### config.mk
export PLATFORM = sky130hd
export DESIGN_NAME = edge_signature_partition_enumerator
export DESIGN_NICKNAME = d
export VERILOG_FILES = /design/src/hdl/esp_pkg.sv /design/src/hdl/esp_canon.sv /design/src/hdl/esp_rgs.sv /design/src/hdl/edge_signature_partition_enumerator.sv
export VERILOG_INCLUDE_DIRS = /design/src /design/src/hdl
export SDC_FILE = /design/constraint.sdc
export NUM_CORES = 1
export LEC_CHECK = 0
export ABC_AREA = 1
export BUFFER_PORTS_ARGS = -buffer_cell sky130_fd_sc_hd__buf_2
export CORE_ASPECT_RATIO = 0.5
export CORE_MARGIN = 1
export CORE_UTILIZATION = 64
export DETAILED_ROUTE_END_ITERATION = 8
export PLACE_DENSITY = 0.86
export SKIP_CTS_REPAIR_TIMING = 1
export SLEW_MARGIN = 20
export SYNTH_ARGS = -nofsm -noshare
export SYNTH_HDL_FRONTEND = slang
export SYNTH_SLANG_ARGS = --single-unit
### constraint.sdc
create_clock -name clk -period 10.71 [get_ports clk]
set_input_delay 3.213 -clock clk [delete_from_list [all_inputs] [get_ports clk]]
set_output_delay 3.213 -clock clk [all_outputs]
set_load 0.005 [all_outputs]
### src/hdl/edge_signature_partition_enumerator_macros.svh
// assertion macros for the edge signature partition enumerator
// used by the modules that check their own control logic
`ifndef EDGE_SIGNATURE_PARTITION_ENUMERATOR_MACROS_SVH
`define EDGE_SIGNATURE_PARTITION_ENUMERATOR_MACROS_SVH

// checked on every clock edge out of reset
`define ESP_ASSERT(lbl, prop, msg) \
  lbl: assert property (@(posedge clk) disable iff (!rst_n) prop) else $error(msg);

// checked on every clock edge, reset included
`define ESP_ASSERT_ALWAYS(lbl, prop, msg) \
  lbl: assert property (@(posedge clk) prop) else $error(msg);

`endif

### src/hdl/esp_pkg.sv
// shared types and constants for the edge signature partition enumerator
// no dependencies
package esp_pkg;

  localparam int MAX_POS     = 5;
  localparam int POS_W       = 3;
  localparam int VAR_W       = 8;
  localparam int LBL_W       = 3;
  localparam int IN_TDATA_W  = 48;
  localparam int OUT_TDATA_W = 24;

  typedef logic [MAX_POS-1:0] cls_mask_t;

  typedef struct packed {
    logic clear;
    logic step;
  } canon_ctrl_t;

  typedef struct packed {
    logic clear;
    logic adv;
  } rgs_ctrl_t;

  typedef enum logic [2:0] {
    S_IDLE  = 3'b001,
    S_CANON = 3'b010,
    S_EMIT  = 3'b100
  } state_t;

endpackage

### src/hdl/esp_canon.sv
// first-occurrence relabelling unit: one variable matched against the class table per cycle
// depends on esp_pkg and the assertion macro header
`include "edge_signature_partition_enumerator_macros.svh"

module esp_canon import esp_pkg::*; (
  input  logic              clk,
  input  logic              rst_n,
  input  canon_ctrl_t       ctrl,
  input  logic [VAR_W-1:0]  var_in,
  output cls_mask_t         label_oh,
  output logic [POS_W-1:0]  cls_cnt
);

  logic [VAR_W-1:0] seen_r [MAX_POS];
  logic [POS_W-1:0] cnt_r, cnt_nxt;
  cls_mask_t        hit;
  cls_mask_t        new_oh;
  logic             found;

  always_comb begin
    for (int j = 0; j < MAX_POS; j++) begin
      hit[j]    = (POS_W'(j) < cnt_r) && (seen_r[j] == var_in);
      new_oh[j] = (POS_W'(j) == cnt_r);
    end
    found    = |hit;
    label_oh = found ? cls_mask_t'(hit & (~hit + 1'b1)) : new_oh;
  end

  always_comb begin
    cnt_nxt = cnt_r;
    if (ctrl.clear) begin
      cnt_nxt = '0;
    end else if (ctrl.step && !found) begin
      cnt_nxt = cnt_r + 1'b1;
    end
  end

  always_ff @(posedge clk) begin
    if (!rst_n) begin
      cnt_r <= '0;
    end else begin
      cnt_r <= cnt_nxt;
    end
  end

  // class table, written once per new class
  always_ff @(posedge clk) begin
    if (ctrl.step && !found && !ctrl.clear) begin
      seen_r[cnt_r] <= var_in;
    end
  end

  assign cls_cnt = cnt_r;

  `ESP_ASSERT(a_cnt_range, cnt_r <= POS_W'(MAX_POS), "class count past position count")
  `ESP_ASSERT(a_label_onehot, ctrl.step |-> $onehot(label_oh), "relabel result not one-hot")

endmodule

### src/hdl/esp_rgs.sv
// restricted growth string stepper: advances the block assignment by one partition per cycle
// in which ctrl.adv and has_next are high; depends on esp_pkg and the assertion macro header
`include "edge_signature_partition_enumerator_macros.svh"

module esp_rgs import esp_pkg::*; (
  input  logic                            clk,
  input  logic                            rst_n,
  input  rgs_ctrl_t                       ctrl,
  input  logic [POS_W-1:0]                k,
  output logic [MAX_POS-1:0][LBL_W-1:0]   digits,
  output logic                            has_next
);

  logic [MAX_POS-1:0][LBL_W-1:0] growth_r, growth_nxt, stepped;
  logic [MAX_POS-1:0][LBL_W-1:0] pmax;
  logic [POS_W-1:0]              sel;
  logic                          found;

  always_comb begin
    pmax[0] = '0;
    for (int i = 1; i < MAX_POS; i++) begin
      pmax[i] = (growth_r[i-1] > pmax[i-1]) ? growth_r[i-1] : pmax[i-1];
    end
    // rightmost digit that may still grow
    found = 1'b0;
    sel   = '0;
    for (int i = 1; i < MAX_POS; i++) begin
      if ((POS_W'(i) < k) && (growth_r[i] <= pmax[i])) begin
        found = 1'b1;
        sel   = POS_W'(i);
      end
    end
    for (int i = 0; i < MAX_POS; i++) begin
      if (POS_W'(i) == sel) begin
        stepped[i] = growth_r[i] + 1'b1;
      end else if (POS_W'(i) > sel) begin
        stepped[i] = '0;
      end else begin
        stepped[i] = growth_r[i];
      end
    end
  end

  always_comb begin
    growth_nxt = growth_r;
    if (ctrl.clear) begin
      growth_nxt = '0;
    end else if (ctrl.adv && found) begin
      growth_nxt = stepped;
    end
  end

  always_ff @(posedge clk) begin
    if (!rst_n) begin
      growth_r <= '0;
    end else begin
      growth_r <= growth_nxt;
    end
  end

  assign digits   = growth_r;
  assign has_next = found;

  `ESP_ASSERT(a_first_block, growth_r[0] == '0, "first class left block zero")

endmodule

### src/hdl/edge_signature_partition_enumerator.sv
// edge signature partition enumerator top level: sequencer, input capture and output register
// depends on esp_pkg, esp_canon, esp_rgs and the assertion macro header
// an item of arity a with k distinct variables yields Bell(k) results
// the a variables go in turn through the single relabel match unit, then one result per cycle from the stepper
// the first result is registered at the output after the relabel pass; output stalls hold the stepper
// rst_n is synchronous and active low; it clears the sequencer, counts and output valid
`include "edge_signature_partition_enumerator_macros.svh"

module edge_signature_partition_enumerator import esp_pkg::*; (
  input  logic                   clk,
  input  logic                   rst_n,
  input  logic                   in_tvalid,
  output logic                   in_tready,
  // arity[2:0], var_0[10:3], var_1[18:11], var_2[26:19], var_3[34:27], var_4[42:35], zero pad
  input  logic [IN_TDATA_W-1:0]  in_tdata,
  output logic                   out_tvalid,
  input  logic                   out_tready,
  // sig_arity[2:0], label_0[5:3], label_1[8:6], label_2[11:9], label_3[14:12],
  // label_4[17:15], zero pad
  output logic [OUT_TDATA_W-1:0] out_tdata,
  output logic                   out_tlast
);

  state_t                        state_r, state_nxt;
  logic [POS_W-1:0]              arity_r, pos_r, pos_nxt;
  logic [VAR_W-1:0]              vars_r [MAX_POS];
  cls_mask_t                     canon_r [MAX_POS];
  logic [OUT_TDATA_W-1:0]        out_tdata_r, out_data_nxt;
  logic                          out_tvalid_r, out_tvalid_nxt, out_tlast_r;

  logic [POS_W-1:0]              in_arity, arity_sat;
  logic                          accept, load;
  canon_ctrl_t                   canon_ctrl;
  rgs_ctrl_t                     rgs_ctrl;
  cls_mask_t                     label_oh;
  logic [POS_W-1:0]              cls_cnt;
  logic [MAX_POS-1:0][LBL_W-1:0] digits;
  logic                          has_next;
  logic [LBL_W-1:0]              lbl [MAX_POS];

  assign in_arity  = in_tdata[POS_W-1:0];
  assign arity_sat = (in_arity > POS_W'(MAX_POS)) ? POS_W'(MAX_POS) : in_arity;
  assign in_tready = (state_r == S_IDLE);
  assign accept    = in_tvalid && in_tready;
  assign load      = (state_r == S_EMIT) && (!out_tvalid_r || out_tready);

  assign canon_ctrl.clear = accept;
  assign canon_ctrl.step  = (state_r == S_CANON);
  assign rgs_ctrl.clear   = accept;
  assign rgs_ctrl.adv     = load && has_next;

  esp_canon u_canon (
    .clk      (clk),
    .rst_n    (rst_n),
    .ctrl     (canon_ctrl),
    .var_in   (vars_r[pos_r]),
    .label_oh (label_oh),
    .cls_cnt  (cls_cnt)
  );

  esp_rgs u_rgs (
    .clk      (clk),
    .rst_n    (rst_n),
    .ctrl     (rgs_ctrl),
    .k        (cls_cnt),
    .digits   (digits),
    .has_next (has_next)
  );

  // block of each position through its class mask
  always_comb begin
    out_data_nxt = '0;
    out_data_nxt[POS_W-1:0] = arity_r;
    for (int i = 0; i < MAX_POS; i++) begin
      lbl[i] = '0;
      if (POS_W'(i) < arity_r) begin
        for (int c = 0; c < MAX_POS; c++) begin
          if (canon_r[i][c]) begin
            lbl[i] = lbl[i] | digits[c];
          end
        end
      end
      out_data_nxt[POS_W + i*LBL_W +: LBL_W] = lbl[i];
    end
  end

  always_comb begin
    state_nxt = state_r;
    pos_nxt   = pos_r;
    case (state_r)
      S_IDLE: begin
        pos_nxt = '0;
        if (accept) begin
          state_nxt = (arity_sat == '0) ? S_EMIT : S_CANON;
        end
      end
      S_CANON: begin
        pos_nxt = pos_r + 1'b1;
        if (pos_r == arity_r - 1'b1) begin
          state_nxt = S_EMIT;
        end
      end
      S_EMIT: begin
        if (load && !has_next) begin
          state_nxt = S_IDLE;
        end
      end
      default: begin
        state_nxt = S_IDLE;
        pos_nxt   = '0;
      end
    endcase
  end

  always_comb begin
    out_tvalid_nxt = out_tvalid_r;
    if (load) begin
      out_tvalid_nxt = 1'b1;
    end else if (out_tready) begin
      out_tvalid_nxt = 1'b0;
    end
  end

  always_ff @(posedge clk) begin
    if (!rst_n) begin
      state_r      <= S_IDLE;
      pos_r        <= '0;
      arity_r      <= '0;
      out_tvalid_r <= 1'b0;
    end else begin
      state_r      <= state_nxt;
      pos_r        <= pos_nxt;
      out_tvalid_r <= out_tvalid_nxt;
      if (accept) begin
        arity_r <= arity_sat;
      end
    end
  end

  always_ff @(posedge clk) begin
    if (accept) begin
      for (int i = 0; i < MAX_POS; i++) begin
        vars_r[i] <= in_tdata[POS_W + i*VAR_W +: VAR_W];
      end
    end
    if (state_r == S_CANON) begin
      canon_r[pos_r] <= label_oh;
    end
    if (load) begin
      out_tdata_r <= out_data_nxt;
      out_tlast_r <= !has_next;
    end
  end

  assign out_tvalid = out_tvalid_r;
  assign out_tdata  = out_tdata_r;
  assign out_tlast  = out_tlast_r;

  `ESP_ASSERT(a_cnt_le_arity, (state_r == S_EMIT) |-> (cls_cnt <= arity_r), "more classes than positions")
  `ESP_ASSERT(a_direct_emit, ((state_r == S_EMIT) && $past(state_r == S_IDLE)) |-> (arity_r == '0), "relabel pass skipped")

endmodule
==> out/metrics.cfg, run 1 <==
[global_route]
first_global_vias=5692
grt_overflow=0
track_usage_pct=28.6
grt_start_max_net_pins=45
antenna_found_initial=0
grt_pass1_wl_um=26700

[hold_path]
holdPathEnd=out_tdata[1]
hp-class=reg2reg
min_delay_path_depth=0
min_from=arity_r[1]

[clock_tree]
cts_root_buffer=clkbuf_16
clk_pin_slew_worst_paths_ns=0.07
htreeDepth=4
clkSinkCount=155
clockBufferDepth=2
clk_latency_ns=0.42
cts_buffers=17
cts_tree=built

[synth]
synth_top_family_by_area=simple AND/OR/NAND/NOR gates
mappedNetlistArea_um2=7680
yosys.area.top_type=edfxtp_1
synthTopCellsByCount=nand2_1 (196), edfxtp_1 (124), inv_1 (122)
synth.avg_cell_area_um2=9.52
yosysMostFrequentCell=nand2_1
ys_ff_latch=155
synth_async_sr_flop_share_pct=0
synth_warnings=0
synth_flop_cell=edfxtp_1
yosys.area_share.simple_pct=22.8
synth_edf_count=124
synthMuxAreaShare_pct=0
synth_fa_ha_area_share_pct=3.26
ys_seq_area_share_pct=56.6
synth-compound-area-share_pct=7.71
syn_inst=807
synth-xor-area-share_pct=1.58
yosysTopAreaCellShare_pct=48.5
synthTopCellsByArea=edfxtp_1 (48%), nand2_1 (9.6%), dfxtp_1 (8.1%), inv_1 (6.0%), nand3_1 (4.1%)
synth_cell_types=47

[sta]
setup_ws_ns=5.22
timing.final.crit_share_pct=51.3
slew_violations=0
finalHoldViolCount=0
tns_ns=0
whs_ns=0.561
finalSetupViolCount=0
rsz0062_at_grt=no
max-slew-margin-rel_pct=37.2
fmax_mhz=182
period_needed_ns=5.49
worstMarginPinSlew_ns=0.933
finClkSkew_ns=0.00979

[worst_setup_path]
crit_path_top_delay_cell=ha_1
crit_start=u_rgs.digits[0]
cpMostUsedCell=nand2_1
critPathMaxStageDelay_ns=0.34
r2r_start=u_rgs.digits[0]
worstReg2RegEnd=u_rgs.digits[8]
critPathArrivalTime_ns=5.81
endpoint_kind=flop
r2r_slack_ns=5.22
critical_path_class=reg2reg
required_ns=11.02
path_max_fanout=7
startpoint_type=flop
reg2regPathDepth=35

[power_and_ir_drop]
peakVddDrop_mv=0.108
combPwrFrac_pct=7.1
p_seq_share_pct=48.5
clockPowerShare_pct=44.3
leakage_nw=3.75
p_per_area_nw_per_um2=161
swShare_pct=23.5
p_sw_uw=331
internal_power_mw=1.08

[floorplanning]
row_count=27
fp.dieW_um=157
start_util_pct=67.9
die_height_um=79.5
die_area_um2=12500
core-area_um2=11300
ios=79

[placement]
dp_slack_ns=5.38
place_congestion=0.860
port_buffers=67
dp.cells=1022
placed_cell_area_um2=8120
dp_hpwl_um=11400

[route]
post_drt_wl_per_cell_um=15.5
ant_nets=0
via_per_inst=5.58
drt-total-wl_um=16300
drc=0
firstDrtPassIters=5
drtIter0Drc=529
vias=5884

[cells_and_area]
num-nets-final=954
diodes=0
drive_above_1_share_pct=16.5
design_area_um2=8740
fin_cells=1054
area_growth_pct=13.8
nFillCells=695

[flow_run]
drv_cap=0

[run_status]
status=finished, final reports clean

==> critical path: cells and delay by family, from the launching register on <==
family	cells	cell delay (ns)
adder cells (fa/ha/maj)	5	1.54
buffers and inverters	2	0.21
AND/OR/NAND/NOR	18	1.77
AO/OA/AOI/OAI	10	1.52
flip-flops	1	0.33
==> cell usage in the layout, fill, tap and decap left out, types with 3 or more instances in the layout <==
| cell | Yosys | routed |
|---|---|---|
| nand2_1 | 196 | 196 |
| edfxtp_1 | 124 | 124 |
| inv_1 | 122 | 122 |
| buf_2 | 3 | 67 |
| nand3_1 | 63 | 63 |
| nor2_1 | 50 | 49 |
| a21oi_1 | 35 | 35 |
| dfxtp_1 | 31 | 31 |
| o21ai_0 | 24 | 24 |
| ha_1 | 20 | 20 |
| clkbuf_16 | 0 | 17 |
| a221oi_1 | 15 | 15 |
| o22ai_1 | 14 | 14 |
| nand3_2 | 13 | 13 |
| nor3_1 | 8 | 8 |
| xor2_1 | 8 | 8 |
| nand2_2 | 7 | 7 |
| inv_6 | 1 | 6 |
| nand2_4 | 6 | 6 |
| conb_1 | 1 | 6 |
| inv_2 | 5 | 5 |
| nand4_1 | 5 | 5 |
| or2_4 | 4 | 4 |
| or2_2 | 4 | 4 |
| nand3b_1 | 4 | 4 |
| xnor2_1 | 4 | 4 |
| bufinv_16 | 0 | 3 |
==> registers in the layout, summed over array words and instances, names as in the netlist, named ones only <==
register,flops
u_canon.cls_cnt,3
pos_r,3
out_tdata,18
arity_r,3
vars_r,40
state_r,3
u_rgs.digits,15
out_tlast,1
canon_r,25
u_canon.seen_r,40
out_tvalid,1
==> stage by stage <==
stage               utilization [%]  power (mW)
floorplan                         -       0.764
global placement               71.8       0.789
detailed placement             71.8       0.795
CTS                            77.2        1.41
global route                   77.2        1.45
finish                         77.2        1.41
==> routing by layer <==
| metal | vias up | wire (um) | track usage (%) |
|---|---|---|---|
| met5 | - | 0 | 0 |
| met2 | 315 | 7940 | 49.1 |
| met1 | 2682 | 6630 | 34.7 |
| li1 | 2845 | - | - |
| met4 | 0 | 431 | 15.1 |
| met3 | 42 | 1340 | 5.43 |
==> power by group through the flow <==
stage	Sequential (mW)	Clock, mW	Combinational [mW]
2_1_floorplan	0.694	0	0.0700
3_3_place_gp	0.696	0	0.0938
3_5_place_dp	0.697	0	0.0980
4_1_cts	0.684	0.626	0.0997
5_1_grt	0.686	0.647	0.113
6_report	0.684	0.625	0.100
==> worst max-delay path by stage <==
| stage | to | slack [ns] | cells past startpoint |
|---|---|---|---|
| 3_5_place_dp | u_rgs.digits[8] | 5.38 | 35 |
| 6_report | u_rgs.digits[8] | 5.22 | 35 |
| 2_1_floorplan | u_rgs.digits[7] | 4.61 | 6 |
| 4_1_cts | u_rgs.digits[8] | 5.33 | 35 |
| 3_3_place_gp | u_rgs.digits[8] | 5.53 | 8 |
| 5_1_grt | u_rgs.digits[8] | 4.60 | 35 |
==> kinds of logic after synthesis <==
logic type | count (synthesis)
AO/OA/AOI/OAI | 99
adder cells (fa/ha/maj) | 20
buffers and inverters | 147
other | 1
flip-flops | 155
AND/OR/NAND/NOR | 372
XOR/XNOR | 13
==> cell type report <==
class	count	area, um2	share of cell area, %
Clock buffer	18	429	4.91
Clock inverter	14	183	2.09
Inverter	129	489	5.60
Multi-Input combinational cell	510	2740	31.4
Sequential cell	155	4340	49.7
Tap cell	159	199	2.28
Timing Repair Buffer	69	350	4.01
No activity file was read; power rests on OpenSTA's default activity.
==> inputs of run 2 (changes only) <==
- CORE_UTILIZATION: 64 -> 59
- PLACE_DENSITY: 0.86 -> 0.8
- clock period: 10.71 -> 5.29 ns (I/O delays scaled with it)
==> run 2 against run 1 <==
Net effect: setup slack got worse by 4.9 ns; clock skew increased by 0.0098 ns; worst hold slack got worse by 0.010 ns; via count is 0.19% higher; critical endpoint unchanged; largest cell class unchanged.
==> out/metrics.cfg, run 2 (synthesized netlist as in run 1, its figures left out) <==
[run_status]
status=finished, final reports clean

[route]
drc=0  ; unchanged
via_per_inst=5.52  ; -1.1%
firstDrtPassIters=5  ; unchanged
post_drt_wl_per_cell_um=15.4  ; -0.53%
drt-total-wl_um=16500  ; +0.79%
ant_nets=0  ; unchanged
vias=5895  ; +0.19%
drtIter0Drc=544  ; +2.8%

[global_route]
track_usage_pct=25.8  ; -2.8 points
grt_pass1_wl_um=26200  ; -2.1%
grt_start_max_net_pins=44  ; -2.2%
grt_overflow=0  ; unchanged
first_global_vias=5400  ; -5.1%
antenna_found_initial=0  ; unchanged

[placement]
dp_hpwl_um=11400  ; +0.50%
port_buffers=67  ; unchanged
dp.cells=1032  ; +0.98%
dp_slack_ns=-0.0418  ; -5.42 ns
place_congestion=0.899  ; +4.5%

[cells_and_area]
area_growth_pct=15.2
drive_above_1_share_pct=18.4  ; +1.8 points
layout_commonest_cell=nand2_1
fin_cells=1068  ; +1.3%
num-nets-final=957  ; +0.31%
reg_top3=u_canon.seen_r: 40 flops, vars_r: 40 flops, canon_r: 25 flops
diodes=0  ; unchanged
final_cell_mix=nand2_1 (191), edfxtp_1 (124), inv_1 (119)

[sta]
worstMarginPinSlew_ns=0.972  ; +0.0390 ns
finalSetupViolCount=0  ; unchanged
setup_ws_ns=0.359  ; -4.86 ns
fmax_mhz=203  ; +11%
timing.final.crit_share_pct=93.2  ; +42 points
period_needed_ns=4.93  ; -0.563 ns
finClkSkew_ns=0.0196  ; +0.00977 ns
slew_violations=0  ; unchanged
finalHoldViolCount=0  ; unchanged
max-slew-margin-rel_pct=35.0  ; -2.2 points
whs_ns=0.551  ; -0.0105 ns

[power_and_ir_drop]
p_per_area_nw_per_um2=325  ; +100%
leakage_nw=3.77  ; +0.76%
peakVddDrop_mv=0.174  ; +62%

[clock_tree]
clkSinkCount=155  ; unchanged
htreeDepth=4  ; unchanged
clockBufferDepth=2  ; unchanged
clk_latency_ns=0.43  ; about the same
cts_root_buffer=clkbuf_16
clk_pin_slew_worst_paths_ns=0.06  ; about the same
cts_buffers=17  ; unchanged
cts_tree=built

[floorplanning]
fp.dieW_um=163  ; +4.1%
die_height_um=82.7  ; +4.0%
start_util_pct=60.6  ; -7.2 points
core-area_um2=12700  ; +12%
ios=79  ; unchanged
row_count=29  ; +7.4%
die_area_um2=13500  ; +8.3%

[worst_setup_path]
critPathMaxStageDelay_ns=0.35  ; about the same
path_max_fanout=7  ; unchanged
crit_path_top_delay_cell=dfxtp_1
startpoint_type=flop
critical_path_class=reg2reg
cpMostUsedCell=nand2_1
critPathArrivalTime_ns=5.24  ; -0.57 ns
endpoint_kind=flop
required_ns=5.60  ; -5.42 ns

[hold_path]
hp-class=reg2reg

[flow_run]
drv_cap=0  ; unchanged

run 2: cell count changes in the layout (fill, tap and decap cells not counted), moves of 3 or more:
cell / delta
buf_4: +3
inv_1: -3
inv_2: +3
inv_6: -3
nand2_1: -5
nand2_2: +4
nor2_1: -3
o21ai_0: -5
o21ai_2: +3
run 2: layer usage:
layer / track usage (%) / share of wire [%] / vias up
li1: - / - / 2867
met2: 45.5 / 49 / 260
met3: 5.24 / 7.6 / 27
met4: 8.97 / 1.5 / 0
met5: 0 / 0 / -
met1: 32.3 / 41 / 2741
run 2: area by class of cell:
class,instances,area [um2]
clock inverter,11,169
multi-input combinational,510,2800
sequential,155,4350
tap,170,213
timing repair buffer,72,373
fill,914,3820
clock buffer,21,450
inverter,129,489
run 2: worst max-delay path: cells and delay by family (launching register included):
family          cells  cell delay [ns]
compound gates      8             1.08
fa+ha+maj           5             1.34
buf+inv             3             0.30
flops               1             0.35
simple gates       19             1.75
run 2: final timing paths:
path / from / to / slack, ns / depth (start not counted)
worst max-delay path: u_rgs.digits[1] / u_rgs.digits[8] / 0.36 / 35
worst min-delay path: u_rgs.digits[0] / u_rgs.digits[0] / 0.55 / 2
worst max register to register: u_rgs.digits[1] / u_rgs.digits[8] / 0.36 / 35
worst min register to register: u_rgs.digits[0] / u_rgs.digits[0] / 0.55 / 2
run 2: report_power, final:
part	internal (mW)	leakage [nW]	switching, mW	total [mW]
clock network	0.803	0.292	0.484	1.29
registers	1.37	1.37	0.0198	1.39
logic	0.0646	2.12	0.139	0.204
run 2: per-stage QoR:
step	cell area (um2)	TNS (ns)	total power, mW	util [%]
after global placement	8130	0	1.60	64.2
after floorplan	7700	0	1.55	-
final	8840	0	2.88	69.8
after detailed placement	8130	-0.0981	1.61	64.2
after CTS	8750	-0.194	2.88	69.1
after global routing	8840	-0.0650	2.96	69.8
==> inputs of run 3 (changes only) <==
- CORE_UTILIZATION: 59 -> 50
- PLACE_DENSITY: 0.8 -> 0.69
==> run 3 against run 2 <==
Net effect: via count decreased by 2.8%; utilization decreased by 10 points; wire length decreased by 2.5%; clock power decreased by 6%; sequential share of layout area increased by 0.13 points; highest routed layer unchanged.
==> out/metrics.cfg, run 3 (synthesized netlist as in run 1, its figures left out) <==
[route]
drt-total-wl_um=16100  ; -2.5%
post_drt_wl_per_cell_um=14.6  ; -5.0%
vias=5731  ; -2.8%
drtIter0Drc=416  ; -24%
ant_nets=0  ; unchanged
drc=0  ; unchanged
via_per_inst=5.22  ; -5.4%
firstDrtPassIters=5  ; unchanged

[placement]
place_congestion=0.862  ; -4.1%
placed_cell_area_um2=8190  ; +0.71%
dp_hpwl_um=11500  ; +0.79%
port_buffers=67  ; unchanged
dp.cells=1063  ; +3.0%

[run_status]
status=finished, final reports clean

[clock_tree]
clkSinkCount=155  ; unchanged
cts_root_buffer=clkbuf_16
clk_pin_slew_worst_paths_ns=0.07  ; about the same
clk_latency_ns=0.43  ; about the same
htreeDepth=4  ; unchanged
clockBufferDepth=2  ; unchanged
cts_buffers=17  ; unchanged
cts_tree=built

[cells_and_area]
nFillCells=1235  ; +35%
ff_latch_area_um2=4340  ; about the same
multi_input_area_um2=2780  ; -0.85%
design_area_um2=8820  ; -0.28%
diodes=0  ; unchanged
area_growth_pct=14.8
fin_cells=1097  ; +2.7%
reg_top3=u_canon.seen_r: 40 flops, vars_r: 40 flops, canon_r: 25 flops
layout_commonest_cell=nand2_1
fin_util_pct=59.8  ; -10 points
final_cell_mix=nand2_1 (192), edfxtp_1 (124), inv_1 (122)
num-nets-final=958  ; +0.10%
drive_above_1_share_pct=18.0  ; -0.35 points

[worst_setup_path]
critPathArrivalTime_ns=5.24  ; about the same
required_ns=5.60  ; about the same
path_buf_inv=2  ; -1
crit_path_top_delay_cell=ha_1
cp_top_family=simple AND/OR/NAND/NOR gates
startpoint_type=flop
critical_path_class=reg2reg
path_max_fanout=7  ; unchanged
endpoint_kind=flop
r2r_slack_ns=0.37  ; about the same
critPathMaxStageDelay_ns=0.34  ; about the same
cpMostUsedCell=nand2_1

[sta]
whs_ns=0.561  ; +0.0107 ns
fmax_mhz=203  ; +0.17%
max-slew-margin-rel_pct=34.0  ; -0.94 points
finalHoldViolCount=0  ; unchanged
worstMarginPinSlew_ns=0.986  ; +0.0140 ns
slew_violations=0  ; unchanged
period_needed_ns=4.92  ; -0.00836 ns
timing.final.crit_share_pct=93.0  ; -0.16 points
finClkSkew_ns=0.0137  ; -0.00589 ns
finalSetupViolCount=0  ; unchanged

[global_route]
grt_overflow=0  ; unchanged
track_usage_pct=21.1  ; -4.7 points
grt_start_max_net_pins=45  ; +2.3%
grt_pass1_wl_um=25300  ; -3.2%
first_global_vias=5203  ; -3.6%
antenna_found_initial=0  ; unchanged

[power_and_ir_drop]
leakage_nw=3.76  ; -0.31%
peakVddDrop_mv=0.216  ; +24%
p_per_area_nw_per_um2=316  ; -2.7%

[floorplanning]
row_count=31  ; +6.9%
ios=79  ; unchanged
start_util_pct=52.1  ; -8.5 points
die_area_um2=15900  ; +18%
die_height_um=89.6  ; +8.4%
fp.dieW_um=177  ; +8.5%
core-area_um2=14700  ; +16%

[flow_run]
drv_cap=0  ; unchanged

[hold_path]
hp-class=reg2reg

run 3: changes by cell type in the layout (fill, tap and decap cells not counted), moves of 3 or more:
cell	change
bufinv_16	-3
clkbuf_1	-3
inv_1	+3
inv_2	-3
inv_6	+4
inv_8	+3
run 3: path summary, 6_finish.rpt:
kind | start | end | cells past startpoint
max reg2reg | u_rgs.digits[0] | u_rgs.digits[8] | 36
min reg2reg | pos_r[0] | flop | 2
max | u_rgs.digits[0] | u_rgs.digits[8] | 36
min | pos_r[0] | flop | 2
run 3: cell type report:
type	instances	share of cell area, %
inverter	129	5.55
multi-input combinational	510	31.5
tap	198	2.81
clock buffer	17	4.82
timing repair buffer	73	4.31
sequential	155	49.3
clock inverter	15	1.72
run 3: per-stage QoR:
stage               setup WS [ns]  total power, mW  setup TNS (ns)
floorplan                   0.667             1.55               0
global placement            0.268             1.60               0
detailed placement         0.0842             1.61               0
CTS                        0.0217             2.80               0
global route              -0.0933             2.88          -0.335
finish                      0.368             2.79               0
run 3: power by group:
part | internal (mW) | switching [mW]
logic | 0.0645 | 0.134
registers | 1.37 | 0.0190
clock network | 0.665 | 0.543
run 3: routing by layer:
layer	up-vias	GRT usage (%)	share of wire, %
met1	2681	26.8	47
met3	17	4.76	5.1
met4	0	6.29	1.1
li1	2850	-	-
met5	-	0	0
met2	183	36.7	47
run 3: worst min-delay path: stages, from the launching register on:
cell and delay, ns:
dfxtp_1 0.34, nand2_1 0.08, a21oi_1 0.08
